File: src/design/tt_pkg.sv
// ----------------------------------------------------------------------------
// tt_pkg: shared types and constants for the tick timer table
// Beat payloads, opcodes, result kinds, sequencer states and the control
// and status bundles that pass between the sequencer and the datapath.
// ----------------------------------------------------------------------------
package tt_pkg;

   localparam int NUM_TIMERS_DEF = 32;

   localparam int OP_W   = 3;
   localparam int SLOT_W = 5;
   localparam int TAG_W  = 8;
   localparam int CNT_W  = 32;
   localparam int KIND_W = 2;

   localparam logic [OP_W-1:0] OP_ALLOC   = 3'd0;
   localparam logic [OP_W-1:0] OP_FREE    = 3'd1;
   localparam logic [OP_W-1:0] OP_SET_TAG = 3'd2;
   localparam logic [OP_W-1:0] OP_START   = 3'd3;
   localparam logic [OP_W-1:0] OP_TICK    = 3'd4;

   localparam logic [KIND_W-1:0] KIND_GRANT   = 2'd0;
   localparam logic [KIND_W-1:0] KIND_FAIL    = 2'd1;
   localparam logic [KIND_W-1:0] KIND_EXPIRED = 2'd2;

   typedef struct packed {
      logic [OP_W-1:0]   opcode;
      logic [SLOT_W-1:0] slot;
      logic [TAG_W-1:0]  tag;
      logic [CNT_W-1:0]  delay;
   } req_type;

   typedef struct packed {
      logic [KIND_W-1:0] result_kind;
      logic [SLOT_W-1:0] result_slot;
      logic [TAG_W-1:0]  expired_tag;
      logic              last;
   } rsp_type;

   typedef enum logic [2:0] {
      ST_IDLE,
      ST_ALLOC,
      ST_TREAD,
      ST_TCHECK,
      ST_TFLUSH
   } state_type;

   typedef enum logic {
      ALU_ADD,
      ALU_SUB
   } alu_mode_type;

   typedef struct packed {
      logic         ready;
      logic         rd_en;
      logic         alloc_grant;
      logic         alloc_fail;
      logic         hit_take;
      logic         push_mid;
      logic         push_last;
      alu_mode_type mode;
   } ctl_type;

   typedef struct packed {
      logic is_free;
      logic hit;
      logic pend_valid;
      logic out_free;
   } sts_type;

endpackage

File: src/design/tt_ram.sv
// ----------------------------------------------------------------------------
// tt_ram: simple dual-port RAM
// One write port, one read port with registered read data.
// ----------------------------------------------------------------------------
module tt_ram #(
   parameter int WIDTH  = 8,
   parameter int DEPTH  = 32,
   parameter int ADDR_W = 5
) (
   input  logic              clock,
   input  logic              wr_en,
   input  logic [ADDR_W-1:0] wr_addr,
   input  logic [WIDTH-1:0]  wr_data,
   input  logic              rd_en,
   input  logic [ADDR_W-1:0] rd_addr,
   output logic [WIDTH-1:0]  rd_data
);

   logic [WIDTH-1:0] mem [DEPTH];
   logic [WIDTH-1:0] rd_data_ff;

   always_ff @(posedge clock) begin
      if (wr_en) begin
         mem[wr_addr] <= wr_data;
      end
   end

   always_ff @(posedge clock) begin
      if (rd_en) begin
         rd_data_ff <= mem[rd_addr];
      end
   end

   assign rd_data = rd_data_ff;

endmodule

File: src/design/tt_alu.sv
// ----------------------------------------------------------------------------
// tt_alu: shared 32-bit adder / comparator
// Adds for deadline computation, subtracts for the expiry compare;
// carry out set on subtract means a >= b.
// ----------------------------------------------------------------------------
module tt_alu (
   input  tt_pkg::alu_mode_type          mode,
   input  logic [tt_pkg::CNT_W-1:0]      a,
   input  logic [tt_pkg::CNT_W-1:0]      b,
   output logic [tt_pkg::CNT_W-1:0]      sum,
   output logic                          carry
);
   import tt_pkg::*;

   logic [CNT_W-1:0] b_op;
   logic             cin;

   always_comb begin
      b_op = (mode == ALU_SUB) ? ~b : b;
      cin  = (mode == ALU_SUB);
      {carry, sum} = {1'b0, a} + {1'b0, b_op} + {{CNT_W{1'b0}}, cin};
   end

endmodule

File: src/design/tt_ctrl.sv
// ----------------------------------------------------------------------------
// tt_ctrl: scan sequencer
// Walks the slot index one step at a time for alloc and tick, holding the
// scan while it has a beat that the result register cannot yet take.
// ----------------------------------------------------------------------------
module tt_ctrl #(
   parameter int NUM_TIMERS = tt_pkg::NUM_TIMERS_DEF,
   parameter int IDX_W      = (NUM_TIMERS > 1) ? $clog2(NUM_TIMERS) : 1
) (
   input  logic                    clock,
   input  logic                    reset,
   input  logic                    req_fire,
   input  logic [tt_pkg::OP_W-1:0] req_opcode,
   input  tt_pkg::sts_type         sts,
   output tt_pkg::ctl_type         ctl,
   output logic [IDX_W-1:0]        scan_idx
);
   import tt_pkg::*;

   localparam logic [IDX_W-1:0] LAST_IDX = IDX_W'(NUM_TIMERS - 1);

   state_type        state_ff, state_in;
   logic [IDX_W-1:0] idx_ff, idx_in;
   logic             at_last;

   assign at_last  = (idx_ff == LAST_IDX);
   assign scan_idx = idx_ff;

   always_comb begin
      state_in = state_ff;
      idx_in   = idx_ff;
      case (state_ff)
         ST_IDLE: begin
            idx_in = '0;
            if (req_fire) begin
               if (req_opcode == OP_ALLOC) begin
                  state_in = ST_ALLOC;
               end else if (req_opcode == OP_TICK) begin
                  state_in = ST_TREAD;
               end
            end
         end
         ST_ALLOC: begin
            if (sts.is_free || at_last) begin
               if (sts.out_free) begin
                  state_in = ST_IDLE;
               end
            end else begin
               idx_in = idx_ff + 1'b1;
            end
         end
         ST_TREAD: begin
            state_in = ST_TCHECK;
         end
         ST_TCHECK: begin
            if (!(sts.hit && sts.pend_valid && !sts.out_free)) begin
               if (at_last) begin
                  state_in = ST_TFLUSH;
               end else begin
                  idx_in   = idx_ff + 1'b1;
                  state_in = ST_TREAD;
               end
            end
         end
         ST_TFLUSH: begin
            if (!sts.pend_valid || sts.out_free) begin
               state_in = ST_IDLE;
            end
         end
         default: begin
            state_in = ST_IDLE;
         end
      endcase
   end

   always_comb begin
      ctl             = '0;
      ctl.mode        = ALU_ADD;
      ctl.ready       = (state_ff == ST_IDLE);
      ctl.rd_en       = (state_ff == ST_TREAD);
      ctl.alloc_grant = (state_ff == ST_ALLOC) && sts.is_free && sts.out_free;
      ctl.alloc_fail  = (state_ff == ST_ALLOC) && !sts.is_free && at_last && sts.out_free;
      ctl.hit_take    = (state_ff == ST_TCHECK) && sts.hit
                        && (!sts.pend_valid || sts.out_free);
      ctl.push_mid    = ctl.hit_take && sts.pend_valid;
      ctl.push_last   = (state_ff == ST_TFLUSH) && sts.pend_valid && sts.out_free;
      if (state_ff == ST_TCHECK) begin
         ctl.mode = ALU_SUB;
      end
   end

   always_ff @(posedge clock) begin
      if (reset) begin
         state_ff <= ST_IDLE;
         idx_ff   <= '0;
      end else begin
         state_ff <= state_in;
         idx_ff   <= idx_in;
      end
   end

endmodule

File: src/design/tick_timer_table_unit.sv
// ----------------------------------------------------------------------------
// tick_timer_table_unit: table of software timers driven by opcode beats
// Free, set tag and start update the table when accepted. Alloc scans one
// slot per cycle, holding on the slot it grants or fails at until the result
// register is free. Tick reads, then checks, each slot in turn through the
// shared comparator, holding while an expiry waits on a stalled result side.
// Reset clears the slot status and the tick count; deadline and tag RAMs are undefined until written.
// ----------------------------------------------------------------------------
module tick_timer_table_unit #(
   parameter int NUM_TIMERS = tt_pkg::NUM_TIMERS_DEF
) (
   input  logic            clock,
   input  logic            reset,
   input  logic            req_valid,
   output logic            req_ready,
   input  tt_pkg::req_type req_payload,
   output logic            rsp_valid,
   input  logic            rsp_ready,
   output tt_pkg::rsp_type rsp_payload
);
   import tt_pkg::*;

   localparam int IDX_W = (NUM_TIMERS > 1) ? $clog2(NUM_TIMERS) : 1;

   ctl_type          ctl;
   sts_type          sts;
   logic [IDX_W-1:0] scan_idx;
   logic [IDX_W-1:0] slot_idx;
   logic             req_fire;
   logic             in_range;

   logic [NUM_TIMERS-1:0] alloc_ff, alloc_in;
   logic [NUM_TIMERS-1:0] armed_ff, armed_in;
   logic [CNT_W-1:0]      tick_count_ff, tick_count_in;

   logic             pend_valid_ff, pend_valid_in;
   logic [IDX_W-1:0] pend_slot_ff, pend_slot_in;
   logic [TAG_W-1:0] pend_tag_ff, pend_tag_in;

   logic    out_valid_ff, out_valid_in;
   rsp_type out_data_ff, out_data_in;
   logic    out_load;

   logic [CNT_W-1:0] dl_rd;
   logic [TAG_W-1:0] tag_rd;
   logic [CNT_W-1:0] alu_b;
   logic [CNT_W-1:0] alu_sum;
   logic             alu_carry;

   assign req_ready = ctl.ready;
   assign req_fire  = req_valid && ctl.ready;
   assign in_range  = int'(req_payload.slot) < NUM_TIMERS;
   assign slot_idx  = IDX_W'(req_payload.slot);

   assign sts.is_free    = !alloc_ff[scan_idx];
   assign sts.hit        = armed_ff[scan_idx] && alu_carry;
   assign sts.pend_valid = pend_valid_ff;
   assign sts.out_free   = !out_valid_ff || rsp_ready;

   tt_ctrl #(
      .NUM_TIMERS (NUM_TIMERS),
      .IDX_W      (IDX_W)
   ) u_ctrl (
      .clock      (clock),
      .reset      (reset),
      .req_fire   (req_fire),
      .req_opcode (req_payload.opcode),
      .sts        (sts),
      .ctl        (ctl),
      .scan_idx   (scan_idx)
   );

   assign alu_b = (ctl.mode == ALU_SUB) ? dl_rd : req_payload.delay;

   tt_alu u_alu (
      .mode  (ctl.mode),
      .a     (tick_count_ff),
      .b     (alu_b),
      .sum   (alu_sum),
      .carry (alu_carry)
   );

   tt_ram #(
      .WIDTH  (CNT_W),
      .DEPTH  (NUM_TIMERS),
      .ADDR_W (IDX_W)
   ) u_deadline_ram (
      .clock   (clock),
      .wr_en   (req_fire && (req_payload.opcode == OP_START) && in_range),
      .wr_addr (slot_idx),
      .wr_data (alu_sum),
      .rd_en   (ctl.rd_en),
      .rd_addr (scan_idx),
      .rd_data (dl_rd)
   );

   tt_ram #(
      .WIDTH  (TAG_W),
      .DEPTH  (NUM_TIMERS),
      .ADDR_W (IDX_W)
   ) u_tag_ram (
      .clock   (clock),
      .wr_en   (req_fire && (req_payload.opcode == OP_SET_TAG) && in_range),
      .wr_addr (slot_idx),
      .wr_data (req_payload.tag),
      .rd_en   (ctl.rd_en),
      .rd_addr (scan_idx),
      .rd_data (tag_rd)
   );

   // slot status: free = neither bit, allocated = alloc only, armed = both
   always_comb begin
      alloc_in      = alloc_ff;
      armed_in      = armed_ff;
      tick_count_in = tick_count_ff;
      if (req_fire) begin
         case (req_payload.opcode)
            OP_FREE: begin
               if (in_range) begin
                  alloc_in[slot_idx] = 1'b0;
                  armed_in[slot_idx] = 1'b0;
               end
            end
            OP_START: begin
               if (in_range) begin
                  alloc_in[slot_idx] = 1'b1;
                  armed_in[slot_idx] = 1'b1;
               end
            end
            OP_TICK: begin
               tick_count_in = tick_count_ff + 1'b1;
            end
            default: begin
            end
         endcase
      end
      if (ctl.alloc_grant) begin
         alloc_in[scan_idx] = 1'b1;
      end
      if (ctl.hit_take) begin
         armed_in[scan_idx] = 1'b0;
      end
   end

   // one expiry held back so the final beat of a tick can carry last
   always_comb begin
      pend_valid_in = pend_valid_ff;
      pend_slot_in  = pend_slot_ff;
      pend_tag_in   = pend_tag_ff;
      if (ctl.hit_take) begin
         pend_valid_in = 1'b1;
         pend_slot_in  = scan_idx;
         pend_tag_in   = tag_rd;
      end else if (ctl.push_last) begin
         pend_valid_in = 1'b0;
      end
   end

   assign out_load = ctl.alloc_grant || ctl.alloc_fail || ctl.push_mid || ctl.push_last;

   always_comb begin
      out_data_in = out_data_ff;
      if (ctl.alloc_grant) begin
         out_data_in.result_kind = KIND_GRANT;
         out_data_in.result_slot = SLOT_W'(scan_idx);
         out_data_in.expired_tag = '0;
         out_data_in.last        = 1'b1;
      end else if (ctl.alloc_fail) begin
         out_data_in.result_kind = KIND_FAIL;
         out_data_in.result_slot = '0;
         out_data_in.expired_tag = '0;
         out_data_in.last        = 1'b1;
      end else if (ctl.push_mid || ctl.push_last) begin
         out_data_in.result_kind = KIND_EXPIRED;
         out_data_in.result_slot = SLOT_W'(pend_slot_ff);
         out_data_in.expired_tag = pend_tag_ff;
         out_data_in.last        = ctl.push_last;
      end
      if (out_load) begin
         out_valid_in = 1'b1;
      end else if (rsp_ready) begin
         out_valid_in = 1'b0;
      end else begin
         out_valid_in = out_valid_ff;
      end
   end

   always_ff @(posedge clock) begin
      if (reset) begin
         alloc_ff      <= '0;
         armed_ff      <= '0;
         tick_count_ff <= '0;
         pend_valid_ff <= 1'b0;
         out_valid_ff  <= 1'b0;
      end else begin
         alloc_ff      <= alloc_in;
         armed_ff      <= armed_in;
         tick_count_ff <= tick_count_in;
         pend_valid_ff <= pend_valid_in;
         out_valid_ff  <= out_valid_in;
      end
   end

   always_ff @(posedge clock) begin
      pend_slot_ff <= pend_slot_in;
      pend_tag_ff  <= pend_tag_in;
      out_data_ff  <= out_data_in;
   end

   assign rsp_valid   = out_valid_ff;
   assign rsp_payload = out_data_ff;

   a_armed_is_alloc: assert property (@(posedge clock) disable iff (reset)
      (armed_ff & ~alloc_ff) == '0)
      else $error("armed slot not marked allocated");

   a_pend_only_in_tick: assert property (@(posedge clock) disable iff (reset)
      pend_valid_ff |-> !req_ready)
      else $error("held expiry outside a tick scan");

   a_no_overwrite: assert property (@(posedge clock) disable iff (reset)
      out_load |-> (!rsp_valid || rsp_ready))
      else $error("result register overwritten");

   a_tick_count: assert property (@(posedge clock) disable iff (reset)
      (req_fire && (req_payload.opcode == OP_TICK))
      |=> (tick_count_ff == $past(tick_count_ff) + 32'd1))
      else $error("tick count did not advance");

endmodule

File: config.mk
export PLATFORM = sky130hd
export DESIGN_NAME = tick_timer_table_unit
export DESIGN_NICKNAME = d
export VERILOG_FILES = /design/src/design/tt_pkg.sv /design/src/design/tt_ram.sv /design/src/design/tt_alu.sv /design/src/design/tt_ctrl.sv /design/src/design/tick_timer_table_unit.sv
export SDC_FILE = /design/constraint.sdc
export NUM_CORES = 2
export LEC_CHECK = 0
export BUFFER_PORTS_ARGS = -buffer_cell sky130_fd_sc_hd__buf_2
export CAP_MARGIN = 20
export CORE_UTILIZATION = 57
export DETAILED_ROUTE_END_ITERATION = 8
export PLACE_DENSITY = 0.76
export SLEW_MARGIN = 20
export SYNTH_ARGS = -nofsm -noshare
export SYNTH_HDL_FRONTEND = slang
export SYNTH_SLANG_ARGS = --single-unit
File: constraint.sdc
create_clock -name clock -period 4.05 [get_ports clock]
set_input_delay 0.405 -clock clock [delete_from_list [all_inputs] [get_ports clock]]
set_output_delay 0.405 -clock clock [all_outputs]
set_load 0.01 [all_outputs]
-- Yosys cells after proc, flatten, opt, wreduce, memory -nomap -nowiden
Memory sizes are Yosys's and may differ from the RTL's. A register that Yosys moved wholly into a read port is not among the register bits.
Index checks and enable logic that the tools add are counted.
- register bits after elaboration: 135
- RAM bits: 1280
- memories: 2
- logic and storage cells: 131
- input port bits: 52
- memory list (memory ; depth ; width ; read ports ; clocked after memory_dff ; wr ports ; RTL line ; RTL):
    u_deadline_ram.mem ; 32 ; 32 ; 1 ; 1 ; 1 ; tt_ram.sv:19 ; logic [WIDTH-1:0] mem [DEPTH];
    u_tag_ram.mem ; 32 ; 8 ; 1 ; 1 ; 1 ; tt_ram.sv:19 ;
- equality and inequality tests: 17
- bitwise logic cells: 9
- magnitude comparators: 4
- reductions and logical operators: 40
- multiplexer cells: 41
- add/subtract/negate cells: 4
- operators by type and width (operator ; number):
    2-to-1 mux 32 bit ; 6
    one-hot mux 32 bit (2 select lines) ; 2
    bitwise AND 32 bit ; 3
    inverter 32 bit ; 3
    bitwise OR 32 bit ; 3
    adder 32 x 32 -> 33 bit ; 1
    adder 33 x 1 -> 33 bit ; 1
    adder 32 x 1 -> 32 bit (second input constant) ; 1
    2-to-1 mux 15 bit ; 2
    2-to-1 mux 3 bit ; 8
    logical AND 1 bit ; 18
    2-to-1 mux 5 bit ; 3
    one-hot mux 3 bit (5 select lines) ; 1
    one-hot mux 5 bit (3 select lines) ; 1
    2-to-1 mux 14 bit ; 1
    2-to-1 mux 1 bit ; 13
    equality test 3 x 2 -> 1 bit (second input constant) ; 4
    < comparator 5 x 6 -> 1 bit (second input constant) ; 2
    binary-select mux 1 bit (select 5 bit) ; 2
    demux 1 bit (select 5 bit) ; 2
    greater-or-equal comparator 5 x 1 -> 1 bit (second input constant) ; 2
    inequality test 2 x 1 -> 1 bit (second input constant) ; 4
    logical OR 1 bit ; 7
    equality test 3 x 1 -> 1 bit (second input constant) ; 2
    13 further kinds ; 23

-- Longest topological paths before layout
- depth after elaboration: 15
- gate-level depth with buffers: 16

-- Modules after synthesis
Synthesis repeated with hierarchy kept, for this count alone.
- cells, all modules: 3738
- area total of the unflattened synthesis: 60424.2 sq um
- modules (own cells, without submodules) (module ; sequential area each (sq um) ; instances ; area an instance (sq um) ; cells each):
    tt_ram (u_deadline_ram) ; 31710.4 ; 1 ; 40805.4 ; 2260
    tt_ram (u_tag_ram) ; 7927.6 ; 1 ; 10133.5 ; 417
    tick_timer_table_unit ; 2722.6 ; 1 ; 6578.8 ; 673
    tt_alu ; 0.0 ; 1 ; 2309.7 ; 309
    tt_ctrl ; 160.2 ; 1 ; 596.8 ; 79

-- Worst setup path before layout
Ideal clock, no wire load.
- path type: register -> register
- from: register u_ctrl.state_ff[2]
- to: memory u_deadline_ram.mem[0][30] (netlist bit) (data pin)
- required time: 3.679 ns
- cell stages (with the launch flop): 15
- arrival time: 4.078 ns
- setup slack: -0.399 ns
- path through: dfxtp_1 nand3b_1 buf_1 clkbuf_1 nand2_1 o21ai_0 ha_1 a21o_1 or3_1 o21a_1 o21ai_0 o41ai_1 o41ai_1 o21ai_0 xor2_1
- word-level cells in the longest chain between the ends: 7
- ends and longest elaborated chain (what ; RTL line ; RTL):
    from (decl) ; tt_ctrl.sv:22 ; state_type state_ff, state_in;
    from (signal assigned) ; tt_ctrl.sv:97 ; state_ff <= state_in;
    equality test 3 x 2 -> 1 bit (*) ; tt_ctrl.sv:87 ; if (state_ff == ST_TCHECK) begin
    2-to-1 mux 1 bit (*) ; tt_ctrl.sv:87 ;
    2-to-1 mux 32 bit ; tick_timer_table_unit.sv:73 ; assign alu_b = (ctl.mode == ALU_SUB) ? dl_rd : req_payload.delay;
    inverter 32 bit ; tt_alu.sv:19 ; b_op = (mode == ALU_SUB) ? ~b : b;
    2-to-1 mux 32 bit ; tt_alu.sv:19 ;
    adder 32 x 32 -> 33 bit ; tt_alu.sv:21 ; {carry, sum} = {1'b0, a} + {1'b0, b_op} + {{CNT_W{1'b0}}, cin};
    adder 33 x 1 -> 33 bit (*) ; tt_alu.sv:21 ;
    via alu_sum[30] ; tick_timer_table_unit.sv:47 ; logic [CNT_W-1:0] alu_sum;
    to (decl) ; tt_ram.sv:19 ;
The timed path passes the listed nets; every way through them passes the cells marked *.

-- Worst setup path in the final report
- from: register u_ctrl.state_ff[2]
- to: register u_ctrl.state_ff[0]
- word-level cells in the longest chain between the ends: 12
- elaborated cells between the ends (all ways): 23
- classes of those cells: 2 x add/sub; 10 x eq/ne; 4 x mux; 1 x bitwise; 6 x reduce/logical
- ends and longest elaborated chain (what ; RTL line ; RTL):
    equality test 3 x 2 -> 1 bit ; tt_ctrl.sv:32, tt_ctrl.sv:87 ;
    2-to-1 mux 1 bit ; tt_ctrl.sv:87 ;
    2-to-1 mux 32 bit ; tick_timer_table_unit.sv:73 ;
    inverter 32 bit ; tt_alu.sv:19 ;
    2-to-1 mux 32 bit ; tt_alu.sv:19 ;
    adder 32 x 32 -> 33 bit ; tt_alu.sv:21 ;
    adder 33 x 1 -> 33 bit ; tt_alu.sv:21 ;
    logical AND 1 bit ; tick_timer_table_unit.sv:56 ; assign sts.hit = armed_ff[scan_idx] && alu_carry;
    logical AND 1 bit (2 in a row) ; tt_ctrl.sv:56 ; if (!(sts.hit && sts.pend_valid && !sts.out_free)) begin
    inequality test 2 bit (no source line) ; -- ;
    AND reduction 6 bit (no source line) ; -- ;
Parallel ways exist; a longest one is shown, timed or not.
A chain may end at the register's enable or synchronous reset.

==> results.tsv <==
metric	value	unit
die-area	0.102	mm²
cts.clk_slew.worst_paths	60	ps
cts_buffers	146	
p_per_area	461	mW/mm²
syn_area	0.0576	mm²
h-tree-depth	4	
antenna_found_initial	5	
ant_nets	0	
first_pass_iters	6	
synth_top_family_by_area	multiplexers	
top_layer_used	met5	
grt_max_degree	128	
yosys.area.top_type_share	69.7	%
syn2layout_area_growth	16.2	%
fillCellCount	6301	
critPathLaunch	u_ctrl.state_ff[2]$_SDFFE_PP0P_	
synth_top_area_cell	edfxtp_1	
critPathCapture	u_ctrl.state_ff[0]$_SDFFE_PP0P_	
syn_inst	3086	
cts_tree	built	
yosys.area_share.simple	4.02	%
core_area	0.100	mm²
finalCriticalPeriod	3980	ps
io_pins	70	
crit_type	flop to flop	
wire_per_inst	33.2	µm
row_count	116	
drtIter0Drc	4684	
drc	0	
ff2ff_setup_slack	70	ps
finalSetupViolCount	0	
die_h	320	µm
finalClockSkew	31.2	ps
fmax	251	MHz
grtUsageTotal	31.4	%
start_util	57.5	%
leakage	21.5	nW
slew_headroom	30.8	%
via_count	33401	
ys_seq_area_share	73.8	%
clk_latency	780	ps
wl	160	mm
fin_crit_sh	98.4	%
wl_met1	59.6	mm
synth_edf_count	1338	
peakVddDrop	0.000540	V
r2r-start	u_ctrl.state_ff[2]$_SDFFE_PP0P_	
hpwl	89.5	mm
reg2reg_to	u_ctrl.state_ff[0]$_SDFFE_PP0P_	
layout-drive-gt1-share	28.3	%
nNetsFinal	3494	
met3_length	18.2	mm
worstMarginPinSlew	1040	ps
cts.sink_count	1455	
final_cells	4823	
timing.final.max_slew_violations	0	
finalSetupTns	0	ps
viasPerCell	6.93	
avgSynthCellArea	18.7	µm²
synth.area.top_cells	edfxtp_1 70%, mux4_2 13%, dfxtp_1 4.1%	
grt_pass1_wl	228	mm
fin_ws	65.8	ps
synth_warnings	0	
clockRootBuffer	clkbuf_16	
grt_pass1_vias	32780	
synthMuxAreaShare	13.4	%
start_kind	flop	
cts_buffer_depth	3	
placed_cells	4541	
required	4700	ps
synth_nets	3176	
crit_path_max_fanout	17	
wl_met2	76.7	mm
synth_compound_area_share	5.58	%
grt.overflow.total	0	
finalHoldViolCount	0	
gp_congestion	0.907	
arrival	4630	ps
synthAdderAreaFrac	0.838	%
synth_flop_cell	edfxtp_1	
fin_util	66.9	%
yosysMostFrequentCell	edfxtp_1	
hold_path.class	input pin to flop	
place_worst_setup_slack	-753	ps
async_reset_ff_share	0	%
synth-seq-cells	1455	
status	finished clean	
synthTopCellsByCount	1338 x edfxtp_1, 327 x mux4_2, 154 x a22oi_1	
crit_path_end_kind	flop	
chipWidth	320	µm
rsz0062_at_grt	yes	
drv_cap	0	
synth_cell_types	74	
synth_xor_area_share	0.775	%
io_buffers	69	
reg2reg_depth	20	
==> registers in the layout (all words and copies together) (netlist names), 5 cells and up <==
signal,count
alloc_ff,32
u_ctrl.scan_idx,5
u_deadline_ram.rd_data,32
armed_ff,32
pend_tag_ff,8
u_tag_ram.rd_data,8
rsp_payload,16
pend_slot_ff,5
tick_count_ff,32
u_tag_ram.mem,256
u_deadline_ram.mem,1024
==> final cells by class <==
class	count	area [µm²]	share of cell area (%)
diodes	4	10.0	0.0149
clock buffers	179	3810	5.69
clock inverters	86	856	1.28
inverters	55	206	0.308
multi-input cells	1401	14800	22.0
flip-flops and latches	1455	42500	63.5
well taps	1298	1620	2.42
repair buffers	345	3190	4.76
==> worst min path at each step <==
stage                                   startpoint                              to  slack, ps  cells past startpoint
floorplan           u_tag_ram.rd_data[0]$_DFFE_PP_        pend_tag_ff[0]$_DFFE_PN_        400                      0
global placement    u_tag_ram.rd_data[5]$_DFFE_PP_        pend_tag_ff[5]$_DFFE_PN_        410                      0
detailed placement  u_tag_ram.rd_data[2]$_DFFE_PP_        pend_tag_ff[2]$_DFFE_PN_        410                      0
CTS                                          reset  tick_count_ff[24]$_SDFFE_PP0P_        100                      2
global route                                 reset      pend_valid_ff$_SDFFE_PP0P_        140                      2
finish                                       reset      pend_valid_ff$_SDFFE_PP0P_        140                      2
==> kinds of logic after synthesis <==
logic type	after synthesis
compound gates	480
mux	364
buf+inv	232
flops	1455
simple gates	466
fa+ha+maj	38
xor+xnor	51
==> placed cells by master (no fill, tap or decap), types with 28 or more instances in the layout <==
cell type and instances:
a21oi_1 37, buf_4 215, buf_2 68, clkinv_1 28, a22oi_1 154, nand3_1 60, nor2_1 109, a31oi_1 34
dfxtp_1 115, mux4_2 327, o21ai_0 127, nand4_1 49, clkbuf_16 147, nand2_1 117, clkbuf_1 31, ha_1 37
edfxtp_1 1338, buf_12 59, mux2i_1 29, inv_2 32, a221oi_1 33
==> worst max-delay path: stages, from the launching register on <==
cell       delay, ps
dfxtp_1          340
nand3b_1         120
buf_4            210
buf_12           150
buf_4            200
buf_6            190
buf_4            170
o21ai_0           90
buf_4            140
ha_1             300
buf_4            130
nand2_1           70
o21ai_0          330
a2bb2oi_1        130
o21ai_0          150
o21ai_2          130
buf_12           150
buf_4            160
or2_1            270
o21a_1           120
mux2_1           300
==> where the power goes <==
group	switching (W)	total [W]	internal [W]
combinational	0.000713	0.00119	0.000481
sequential	0.0000341	0.0165	0.0165
clock	0.00578	0.0132	0.00741
==> layer usage <==
metal	vias up	track usage (%)
met5	-	0
met4	4	11.7
met3	378	6.57
met2	2470	49.7
met1	17203	43.6
li1	13346	-
==> metrics by stage <==
step | cell area, µm² | hold slack, ps | total power [W]
6_report | 67000 | 142 | 0.0309
5_1_grt | 67000 | 143 | 0.0316
4_1_cts | 66700 | 100 | 0.0309
3_5_place_dp | 61800 | 408 | 0.0180
3_3_place_gp | 61800 | 409 | 0.0179
2_1_floorplan | 57700 | 400 | 0.0175
==> repair_timing <==
| item | CTS | global route |
|---|---|---|
| endpoints found under the hold margin | 1 | 0 |
| pin swaps | 2 | 7 |
| resized for setup | 23 | 26 |
| setup buffers | 4 | 5 |
| hold buffers | 1 | 0 |
| setup endpoints to repair | 359 | 311 |
| cloned | 2 | 1 |
Note: power is estimated with default switching activity, not from simulation.
